[src/hw/rtl/qcnt_pkg.sv]
package qcnt_pkg;

  localparam int unsigned ERR_W    = 32;
  localparam int unsigned OFFSET_W = 32;
  localparam int unsigned OUT_POS_W = 32;
  localparam int unsigned CFG_IDX_W = 1;
  localparam int unsigned CFG_DATA_W = 32;
  localparam int unsigned IN_DATA_W = 8;
  localparam int unsigned IN_USER_W = 2;
  localparam int unsigned OUT_DATA_W = 72;

  typedef enum logic [1:0] {
    REQ_SAMPLE = 2'd0,
    REQ_CLEAR  = 2'd1,
    REQ_HOME   = 2'd2
  } req_t;

  typedef enum logic [CFG_IDX_W-1:0] {
    CFG_COUNT_REVERSE = 1'b0,
    CFG_HOME_OFFSET   = 1'b1
  } cfg_idx_t;

  typedef struct packed {
    logic [1:0] req_type;
    logic [1:0] phase_ab;
    logic       index_pulse;
  } item_t;

  // Place of a phase in the sequence 00, 01, 11, 10.
  function automatic logic [1:0] cycle_pos(input logic [1:0] ph);
    cycle_pos = {ph[1], ph[0] ^ ph[1]};
  endfunction

endpackage

[src/hw/rtl/qcnt_step.sv]
module qcnt_step #(
  parameter int unsigned COUNT_WIDTH = 32
) (
  input  qcnt_pkg::item_t                item,
  input  logic                           count_reverse,
  input  logic [qcnt_pkg::OFFSET_W-1:0]  home_offset,
  input  logic [1:0]                     last_phase,
  input  logic [COUNT_WIDTH-1:0]         position,
  input  logic [qcnt_pkg::ERR_W-1:0]     invalid_jumps,
  input  logic                           homing,
  output logic [1:0]                     last_phase_next,
  output logic [COUNT_WIDTH-1:0]         position_next,
  output logic [qcnt_pkg::ERR_W-1:0]     invalid_jumps_next,
  output logic                           homing_next
);

  logic [1:0]             delta;
  logic                   fwd;
  logic                   back;
  logic                   up;
  logic                   down;
  logic                   jump;
  logic [63:0]            offset_ext;
  logic [COUNT_WIDTH-1:0] stepped;

  assign delta = qcnt_pkg::cycle_pos(item.phase_ab) - qcnt_pkg::cycle_pos(last_phase);
  assign fwd   = (delta == 2'd1);
  assign back  = (delta == 2'd3);
  assign jump  = (delta == 2'd2);
  assign up    = count_reverse ? back : fwd;
  assign down  = count_reverse ? fwd : back;

  assign offset_ext = 64'(signed'(home_offset));

  always_comb begin
    if (up) begin
      stepped = position + COUNT_WIDTH'(1);
    end else if (down) begin
      stepped = position - COUNT_WIDTH'(1);
    end else begin
      stepped = position;
    end
  end

  always_comb begin
    last_phase_next    = last_phase;
    position_next      = position;
    invalid_jumps_next = invalid_jumps;
    homing_next        = homing;
    unique case (item.req_type)
      qcnt_pkg::REQ_SAMPLE: begin
        last_phase_next = item.phase_ab;
        if (jump && (invalid_jumps != '1)) begin
          invalid_jumps_next = invalid_jumps + qcnt_pkg::ERR_W'(1);
        end
        // index while homing overrides the step
        if (homing && item.index_pulse) begin
          position_next = offset_ext[COUNT_WIDTH-1:0];
          homing_next   = 1'b0;
        end else begin
          position_next = stepped;
        end
      end
      qcnt_pkg::REQ_CLEAR: begin
        position_next = '0;
        homing_next   = 1'b0;
      end
      qcnt_pkg::REQ_HOME: begin
        homing_next = 1'b1;
      end
      default: begin
      end
    endcase
  end

endmodule

[src/hw/rtl/quadrature_counter_with_homing.sv]
// Channel | Dir | Handshake            | Payload
// s       | in  | s_tvalid / s_tready  | tuser: req_type; tdata: phase_ab, index_pulse
// m       | out | m_tvalid / m_tready  | tdata: position_count, error_count, homing_active
// cfg     | in  | cfg_valid/cfg_ready  | cfg_index, cfg_data
//
// One item per cycle sustained while m_tready keeps up; each item goes from input
// beat to result beat: input register, then decode/count into the result register.
// The counter state updates as an item moves into the result register, so the
// next item already sees it. rst clears state, config and both stages.
// A stalled result holds; the input stage still fills, then s_tready drops.
module quadrature_counter_with_homing #(
  parameter int unsigned COUNT_WIDTH = 32
) (
  input  logic                                clk,
  input  logic                                rst,
  input  logic                                s_tvalid,
  output logic                                s_tready,
  input  logic [qcnt_pkg::IN_DATA_W-1:0]      s_tdata,  // phase_ab[1:0], index_pulse[2], zeros
  input  logic [qcnt_pkg::IN_USER_W-1:0]      s_tuser,  // req_type[1:0]
  output logic                                m_tvalid,
  input  logic                                m_tready,
  output logic [qcnt_pkg::OUT_DATA_W-1:0]     m_tdata,  // position_count[31:0],
                                                        // error_count[63:32],
                                                        // homing_active[64], zeros
  input  logic                                cfg_valid,
  output logic                                cfg_ready,
  input  logic [qcnt_pkg::CFG_IDX_W-1:0]      cfg_index,
  input  logic [qcnt_pkg::CFG_DATA_W-1:0]     cfg_data
);

  logic                              count_reverse;
  logic [qcnt_pkg::OFFSET_W-1:0]     home_offset;

  logic                              in_vld;
  qcnt_pkg::item_t                   in_item;
  logic                              advance;

  logic [1:0]                        last_phase;
  logic [COUNT_WIDTH-1:0]            position;
  logic [qcnt_pkg::ERR_W-1:0]        invalid_jumps;
  logic                              homing;

  logic [1:0]                        last_phase_next;
  logic [COUNT_WIDTH-1:0]            position_next;
  logic [qcnt_pkg::ERR_W-1:0]        invalid_jumps_next;
  logic                              homing_next;

  logic                              out_vld;
  logic [qcnt_pkg::OUT_POS_W-1:0]    out_pos;
  logic [qcnt_pkg::ERR_W-1:0]        out_err;
  logic                              out_homing;
  logic [63:0]                       pos_wide;

  assign cfg_ready = 1'b1;

  always_ff @(posedge clk) begin
    if (rst) begin
      count_reverse <= 1'b0;
      home_offset   <= '0;
    end else if (cfg_valid) begin
      unique case (qcnt_pkg::cfg_idx_t'(cfg_index))
        qcnt_pkg::CFG_COUNT_REVERSE: count_reverse <= cfg_data[0];
        qcnt_pkg::CFG_HOME_OFFSET:   home_offset   <= cfg_data;
        default: begin
        end
      endcase
    end
  end

  // input stage moves on when the result register is free or being drained
  assign advance  = in_vld && (!out_vld || m_tready);
  assign s_tready = !in_vld || advance;

  always_ff @(posedge clk) begin
    if (rst) begin
      in_vld <= 1'b0;
    end else if (s_tready) begin
      in_vld <= s_tvalid;
    end
  end

  always_ff @(posedge clk) begin
    if (s_tready && s_tvalid) begin
      in_item.req_type    <= s_tuser[1:0];
      in_item.phase_ab    <= s_tdata[1:0];
      in_item.index_pulse <= s_tdata[2];
    end
  end

  qcnt_step #(
    .COUNT_WIDTH(COUNT_WIDTH)
  ) u_step (
    .item               (in_item),
    .count_reverse      (count_reverse),
    .home_offset        (home_offset),
    .last_phase         (last_phase),
    .position           (position),
    .invalid_jumps      (invalid_jumps),
    .homing             (homing),
    .last_phase_next    (last_phase_next),
    .position_next      (position_next),
    .invalid_jumps_next (invalid_jumps_next),
    .homing_next        (homing_next)
  );

  always_ff @(posedge clk) begin
    if (rst) begin
      last_phase    <= '0;
      position      <= '0;
      invalid_jumps <= '0;
      homing        <= 1'b0;
    end else if (advance) begin
      last_phase    <= last_phase_next;
      position      <= position_next;
      invalid_jumps <= invalid_jumps_next;
      homing        <= homing_next;
    end
  end

  assign pos_wide = 64'(position_next);

  always_ff @(posedge clk) begin
    if (rst) begin
      out_vld <= 1'b0;
    end else if (advance) begin
      out_vld <= 1'b1;
    end else if (m_tready) begin
      out_vld <= 1'b0;
    end
  end

  always_ff @(posedge clk) begin
    if (advance) begin
      out_pos    <= pos_wide[qcnt_pkg::OUT_POS_W-1:0];
      out_err    <= invalid_jumps_next;
      out_homing <= homing_next;
    end
  end

  assign m_tvalid = out_vld;
  assign m_tdata  = {7'd0, out_homing, out_err, out_pos};

  // error count only ever climbs
  a_err_monotonic: assert property (@(posedge clk) disable iff (rst)
    invalid_jumps >= $past(invalid_jumps))
    else $error("error count decreased");

  // homing ends only through an index sample or a clear
  a_homing_exit: assert property (@(posedge clk) disable iff (rst)
    $fell(homing) |-> $past(advance) &&
      ($past(in_item.req_type) == qcnt_pkg::REQ_CLEAR ||
       ($past(in_item.req_type) == qcnt_pkg::REQ_SAMPLE && $past(in_item.index_pulse))))
    else $error("homing dropped without index or clear");

  // input side only stalls with both stages full
  a_stall_full: assert property (@(posedge clk) disable iff (rst)
    !s_tready |-> in_vld && out_vld && !m_tready)
    else $error("input stalled with room in the pipe");

  // a clear reports a zero position
  a_clear_zero: assert property (@(posedge clk) disable iff (rst)
    advance && in_item.req_type == qcnt_pkg::REQ_CLEAR |=> out_pos == '0 && !out_homing)
    else $error("clear did not zero position");

endmodule

[config.mk]
export PLATFORM = sky130hd
export DESIGN_NAME = quadrature_counter_with_homing
export DESIGN_NICKNAME = d
export VERILOG_FILES = /design/src/hw/rtl/qcnt_pkg.sv /design/src/hw/rtl/qcnt_step.sv /design/src/hw/rtl/quadrature_counter_with_homing.sv
export SDC_FILE = /design/constraint.sdc
export NUM_CORES = 1
export LEC_CHECK = 0
export BUFFER_PORTS_ARGS = -buffer_cell sky130_fd_sc_hd__buf_2
export CORE_MARGIN = 5
export CORE_UTILIZATION = 53
export CTS_BUF_LIST = sky130_fd_sc_hd__clkbuf_8 sky130_fd_sc_hd__clkbuf_16
export CTS_CLUSTER_SIZE = 10
export DETAILED_ROUTE_END_ITERATION = 12
export PLACE_DENSITY = 0.89
export REMOVE_ABC_BUFFERS = 1
export SLEW_MARGIN = 20
export SYNTH_ARGS = -nofsm -noshare
export SYNTH_HDL_FRONTEND = slang
export SYNTH_SLANG_ARGS = --single-unit
[constraint.sdc]
create_clock -name clk -period 4.3 [get_ports clk]
set_input_delay 1.29 -clock clk [delete_from_list [all_inputs] [get_ports clk]]
set_output_delay 1.29 -clock clk [all_outputs]
set_load 0.05 [all_outputs]
==> summary.md, run 1 <==
| Metric | Value |
|---|---|
| Dpl hpwl | `18200 um` |
| Pint | `2.71 mW` |
| Initial Utilization | `0.538` |
| Final Max Tran Viols | `0` |
| Clk slew on worst S/H paths | `0.07 ns` |
| First-pass detailed-route iteration total | `6` |
| Relative slew margins | `0.359` |
| Commonest cells in the netlist | `132 x nand2_1, 114 x nor2_1, 102 x dfxtp_1` |
| Die Width | `about 140 um` |
| CTS Buf Count | `17` |
| Rows | `48` |
| Design Area, Final | `10500 um^2` |
| Final setup fails | `0` |
| Hold-fix buffers at CTS | `0` |
| WL per Instance | `19.3 um` |
| Detail Route Antenna Nets | `0` |
| Post-synthesis sequential area ratio | `0.445` |
| Final WS setup | `0.884 ns` |
| Share of cells above drive strength 1 | `0.153` |
| Sw Share | `0.302` |
| Share of the synthesized area in the top cell type | `0.226` |
| Hold Fails Final Rpt | `0` |
| RSZ-0062 raised after global routing | `false` |
| Ports | `123` |
| Diode count | `0` |
| Die area | `20300 um^2` |
| Max Cap Viol | `0` |
| Overall power | `around 3.9 mW` |
| Worst r2r dst | `position[20]` |
| Routability-driven placement congestion ratio | `0.985` |
| Worst Setup Start Kind | `flip-flop` |
| Vias in the first global route | `between 8000 and 9000` |
| Die height | `143 um` |
| DR vias | `8592` |
| Comb power frac | `0.145` |
| Minimum clock period | `between 3 and 4 ns` |
| Cts repair resizes | `0` |
| Clk_lat worst skew | `0.44 ns` |
| Crit Path Max Fanout | `5` |
| Setup slack, reg-to-reg | `0.88 ns` |
| Crit. End Element | `flip-flop` |
| Crit path DAT | `~3.8 ns` |
| Switch Pwr | `1.17 mW` |
| Clock network fraction of design power | `0.388` |
| # clock sinks | `172` |
| Largest net degree at the start of global routing | `65` |
| Pre-CTS WS | `0.977 ns` |
| Placed Instances | `1341` |
| FMAX | `293 MHz` |
| Hold Path Origin | `home_offset[7]` |
| CP required | `4.66 ns` |
| Initial DRC count | `982` |
| Netlist cell types | `73` |
| Worst setup path class | `reg2reg` |
| Sequential Power Share | `0.467` |
| Hold Path Depth | `2` |
| LEAKAGE | `roughly 4 nW` |
| Ys Warns | `0` |
| Avg Synthesized Cell Area | `8.62 um^2` |
| Post-CTS setup buffers | `0` |
| Non-Filler Instances | `1373` |
| Hold WS | `0.461 ns` |
| Main synth FF type | `dfxtp_1` |
| Hold EP | `home_offset[7]` |
| Area Growth Syn to Fin | `12.7%` |
| FF-to-FF Start | `in_item[2]` |
| First-pass GRT wire length | `between 40000 and 50000 um` |
| Post-Syn Area | `between 9000 and 10000 um^2` |
| R2R cell count | `8` |
| DP Area | `9910 um^2` |
| TritonCTS clock tree | `done` |
| Final period util | `0.795` |
| # fillers | `1438` |
| Outcome | `complete, no violations` |
| Mapped Cells | `1080` |
| Worst-Margin Slew | `approximately 0.95 ns` |
| EDFF count, synth | `70` |
| PortBufs | `between 100 and 150` |
| Core area | `17300 um^2` |
| Synth area leaders | `edfxtp_1 23%, dfxtp_1 22%, nand2_1 5.3%` |
| Seq cells post-synth | `around 170` |
| Max H-tree Level | `4` |
| Nets | `1187` |
| Avg Vias per Cell | `6.26` |
| Leading area contributor after synthesis | `edfxtp_1` |
| Total GRT Usage | `0.260` |
| Clk_skew | `0.0136 ns` |
| Initial antenna violation count | `0` |
| GRT overflow | `0` |
| Hold crit path type | `reg2reg` |
| Power Dens Cells | `370 nW/um^2` |
| CTS Buffer Depth | `2` |
| Root buf cell | `clkbuf_16` |
| Cell with the most instances after synthesis | `nand2_1` |
| Total Routed Length | `about 27000 um` |
| VDD IR max | `around 0.42 mV` |
| Post-synthesis async set-or-reset flop share | `0` |
| # DRC | `0` |
registers in the layout, indices dropped and copies added, names as in the netlist, 2 cells and up:
name and cells:
home_offset 32, in_item 5, invalid_jumps 32, last_phase 2, out_err 32, out_pos 32
position 32
cell usage in the layout, fill, tap and decap left out, types with 5 or more instances in the layout:
master,instances
edfxtp_1,70
nor2_1,114
xor2_1,32
nand4_1,38
nand3_1,47
dfxtp_1,102
clkbuf_16,17
a221oi_1,8
a21oi_1,63
a31oi_1,7
a22oi_1,24
conb_1,8
and2_1,8
nand3b_1,5
and3_1,23
o31ai_1,5
nor4_1,23
nor2b_1,5
nor3_1,25
o22ai_1,12
nand2_1,132
and4_1,8
or4_1,11
or3_1,16
o21ai_0,23
inv_1,19
o32ai_1,6
a211oi_1,22
xnor2_1,33
buf_4,19
buf_2,108
or2_2,7
mux2i_1,13
inv_8,5
cells by family (layout without fill, tap and decap cells):
kind of cell               Yosys count  in the layout  synth area share
AOI/OAI and AO/OA                  218            218             0.156
xor gates and xnor gates            67             67            0.0656
adders and majority gates            4              4           0.00537
buffers and inverters              118            180            0.0524
DFF                                172            172             0.445
muxes                               16             16            0.0176
other                                2              8          0.000806
and+or+nand+nor                    483            483             0.257
through the flow:
step           utilization  setup TNS (ns)
2_1_floorplan            -         -102.63
3_3_place_gp         0.573               0
3_5_place_dp         0.573               0
4_1_cts              0.607               0
5_1_grt              0.607               0
6_report             0.607               0
worst max-delay path by stage:
stage | start | cells after the start | endpoint | slack [ns]
6_report | in_item[2] | 8 | position[20] | 0.88
5_1_grt | in_item[2] | 8 | position[20] | 0.79
4_1_cts | in_item[2] | 8 | position[20] | 0.93
3_5_place_dp | m_tready | 7 | position[8] | 0.98
3_3_place_gp | m_tready | 7 | position[8] | 1.00
2_1_floorplan | m_tready | 6 | position[30] | -1.32
critical path, stage by stage (launching register included):
cell	delay, ns
edfxtp_1	0.44
xnor2_1	0.16
ha_1	0.35
nor3b_1	0.57
nand2_1	0.27
or3_4	0.48
o32a_1	0.41
or4_1	0.56
o211ai_2	0.11
cell type report:
class / count / area (um^2) / area share
timing repair buffer: 128 / 703 / 0.0670
sequential: 172 / 4140 / 0.395
inverter: 20 / 76.3 / 0.00727
tap: 225 / 282 / 0.0268
multi-input combinational: 796 / 4700 / 0.448
clock inverter: 14 / 146 / 0.0139
clock buffer: 18 / 439 / 0.0418
routing by layer:
layer | part of all wire | track usage | routed length [um] | vias up
li1 | - | - | - | 4032
met1 | 0.40 | 0.330 | 10600 | 4031
met2 | 0.48 | 0.433 | 12800 | 457
met3 | 0.090 | 0.0598 | 2380 | 72
met4 | 0.030 | 0.0990 | 793 | 0
met5 | 0 | 0 | 0 | -
power groups by stage:
stage | Sequential [mW] | Clock (mW) | Combinational, mW
after floorplan | 1.95 | 0 | 0.265
after global placement | 1.85 | 0 | 0.544
after CTS | 1.81 | 1.52 | 0.556
final | 1.81 | 1.51 | 0.562
after detailed placement | 1.85 | 0 | 0.551
after global routing | 1.82 | 1.60 | 0.602
Note: power is estimated with default switching activity, not from simulation.
==> run 2: changes to the inputs <==
--- a/config.mk
+++ b/config.mk
@@ -7,7 +7,7 @@
 export LEC_CHECK = 0
 export BUFFER_PORTS_ARGS = -buffer_cell sky130_fd_sc_hd__buf_2
 export CORE_MARGIN = 5
-export CORE_UTILIZATION = 53
+export CORE_UTILIZATION = 55
 export CTS_BUF_LIST = sky130_fd_sc_hd__clkbuf_8 sky130_fd_sc_hd__clkbuf_16
 export CTS_CLUSTER_SIZE = 10
 export DETAILED_ROUTE_END_ITERATION = 12
==> constraint.sdc (replaced) <==
create_clock -name clk -period 3.2 [get_ports clk]
set_input_delay 0.96 -clock clk [delete_from_list [all_inputs] [get_ports clk]]
set_output_delay 0.96 -clock clk [all_outputs]
set_load 0.05 [all_outputs]
==> run 2 against run 1 <==
Compared with the run above: combinational power up 46%; routed wire length up 3.4%; first-iteration DRC count up 7.7%; critical path depth up 1; worst setup slack worse by 0.78 ns; non-clock buffer count up 40; flip-flop and latch count unchanged; final cell count up 2.5%; clock power up 41%; sequential share of layout area down 1.1 points; critical path type unchanged; critical endpoint unchanged.
==> summary.md, run 2 (synthesis gave the netlist of run 1 again) <==
| Metric | Value |
|---|---|
| Worst-Margin Slew | `0.855 ns (-0.0997 ns)` |
| # clock sinks | `172 (unchanged)` |
| Overall power | `5.38 mW (+39%)` |
| Final period util | `0.969 (+0.175)` |
| Initial DRC count | `1058 (+7.7%)` |
| Diode count | `0 (unchanged)` |
| Avg Vias per Cell | `6.37 (+1.8%)` |
| Relative slew margins | `0.426 (+0.0670)` |
| Ports | `123 (unchanged)` |
| Outcome | `complete, no violations` |
| LEAKAGE | `4.12 nW (+5.4%)` |
| DR vias | `8971 (+4.4%)` |
| Crit Path Max Fanout | `9 (+4)` |
| Minimum clock period | `3.10 ns (-0.315 ns)` |
| Final setup fails | `0 (unchanged)` |
| TritonCTS clock tree | `done` |
| Power Dens Cells | `498 nW/um^2 (+35%)` |
| Cts repair resizes | `0 (unchanged)` |
| Clk slew on worst S/H paths | `0.07 ns (about the same)` |
| Hold crit path type | `reg2reg` |
| Setup Total Neg Slack | `0 ns (unchanged)` |
| Hold Fails Final Rpt | `0 (unchanged)` |
| Max Cap Viol | `0 (unchanged)` |
| Max H-tree Level | `4 (unchanged)` |
| Rows | `47 (-2.1%)` |
| Total GRT Usage | `0.275 (+0.0147)` |
| Final Max Tran Viols | `0 (unchanged)` |
| Commonest non-fill, non-tap cell in the layout | `nand2_1` |
| CTS Buffer Depth | `2 (unchanged)` |
| Core area | `16600 um^2 (-4.1%)` |
| Initial Utilization | `0.562 (+0.0232)` |
| Die Width | `140 um (-1.7%)` |
| Dpl hpwl | `19100 um (+5.4%)` |
| Crit path DAT | `3.47 ns (-0.31 ns)` |
| Routability-driven placement congestion ratio | `1.02 (+3.1%)` |
| VDD IR max | `0.386 mV (-8.0%)` |
| Root buf cell | `clkbuf_16` |
| RSZ-0062 raised after global routing | `false` |
| Initial antenna violation count | `0 (unchanged)` |
| FMAX | `322 MHz (+10%)` |
| First-pass GRT wire length | `43800 um (+3.3%)` |
| # DRC | `0 (unchanged)` |
| Largest net degree at the start of global routing | `49 (-25%)` |
| Vias in the first global route | `8524 (+4.6%)` |
| Crit. End Element | `flip-flop` |
| Post-CTS setup buffers | `0 (unchanged)` |
| Hold-fix buffers at CTS | `0 (unchanged)` |
| First-pass detailed-route iteration total | `5 (-1)` |
| CTS Buf Count | `17 (unchanged)` |
| Worst setup path class | `reg2reg` |
| Clk_lat worst skew | `0.45 ns (about the same)` |
| Area Growth Syn to Fin | `16.0%` |
| WL per Instance | `19.5 um (+0.85%)` |
| PortBufs | `109 (unchanged)` |
| Worst Setup Start Kind | `flip-flop` |
| Die area | `19600 um^2 (-3.4%)` |
| Share of cells above drive strength 1 | `0.182 (+0.0285)` |
| Die height | `140 um (-1.7%)` |
| Total Routed Length | `27400 um (+3.4%)` |
| Clk_skew | `0.0125 ns (-0.00108 ns)` |
| GRT overflow | `0 (unchanged)` |
| Detail Route Antenna Nets | `0 (unchanged)` |
| CP required | `3.56 ns (-1.10 ns)` |
| Most frequent cells in the layout | `132 x nand2_1, 114 x nor2_1, 108 x buf_2` |
| Nets | `1227 (+3.4%)` |
run 2: changes by cell type in the layout (fill, tap and decap cells not counted), sizes merged:
cell / delta
buf: +40
inv: +1
clkinvlp: -2
bufinv: +1
run 2: path summary, 6_finish.rpt:
| path | from | end | slack, ns | cells past startpoint |
|---|---|---|---|---|
| setup / recovery | in_item[1] | position[20] | 0.1 | 9 |
| hold / removal | home_offset[11] | home_offset[11] | 0.46 | 2 |
| setup reg to reg | in_item[1] | position[20] | 0.1 | 9 |
| hold reg to reg | home_offset[11] | home_offset[11] | 0.46 | 2 |
run 2: final cells by class:
| type | instances | area [um^2] |
|---|---|---|
| Inverter | 20 | 76.3 |
| Multi-Input combinational cell | 796 | 4700 |
| Clock inverter | 14 | 173 |
| Timing Repair Buffer | 168 | 991 |
| Sequential cell | 172 | 4140 |
| Clock buffer | 18 | 439 |
| Tap cell | 220 | 275 |
| Fill cell | 1343 | 5780 |
run 2: critical path, stage by stage, from the launching register on:
cell and delay, ns:
edfxtp_1 0.42, xnor2_1 0.21, ha_1 0.19, xor3_2 0.32, xnor2_2 0.26, buf_4 0.21
or3_4 0.43, o32a_1 0.40, or4_1 0.49, o211ai_2 0.08
run 2: metrics by stage:
step           std cells  utilization  setup WS (ns)  hold slack [ns]  area (um^2)
6_report            1408        0.651         0.0988            0.456        10800
4_1_cts             1408        0.651          0.101            0.456        10800
3_5_place_dp        1376        0.615          0.190            0.447        10200
5_1_grt             1408        0.651       0.000306            0.477        10800
2_1_floorplan        988            -          -2.09            0.430         8920
3_3_place_gp        1376        0.615          0.238            0.443        10200
run 2: layer usage:
| metal | vias up | share of wire | track usage |
|---|---|---|---|
| li1 | 4106 | - | - |
| met1 | 4287 | 0.41 | 0.365 |
| met2 | 510 | 0.48 | 0.449 |
| met3 | 68 | 0.090 | 0.0487 |
| met4 | 0 | 0.028 | 0.107 |
| met5 | - | 0 | 0 |
run 2: report_power, final:
part	internal (mW)	switching (mW)
clock	1.14	0.989
sequential	2.37	0.0625
combinational	0.257	0.566
total	3.77	1.62
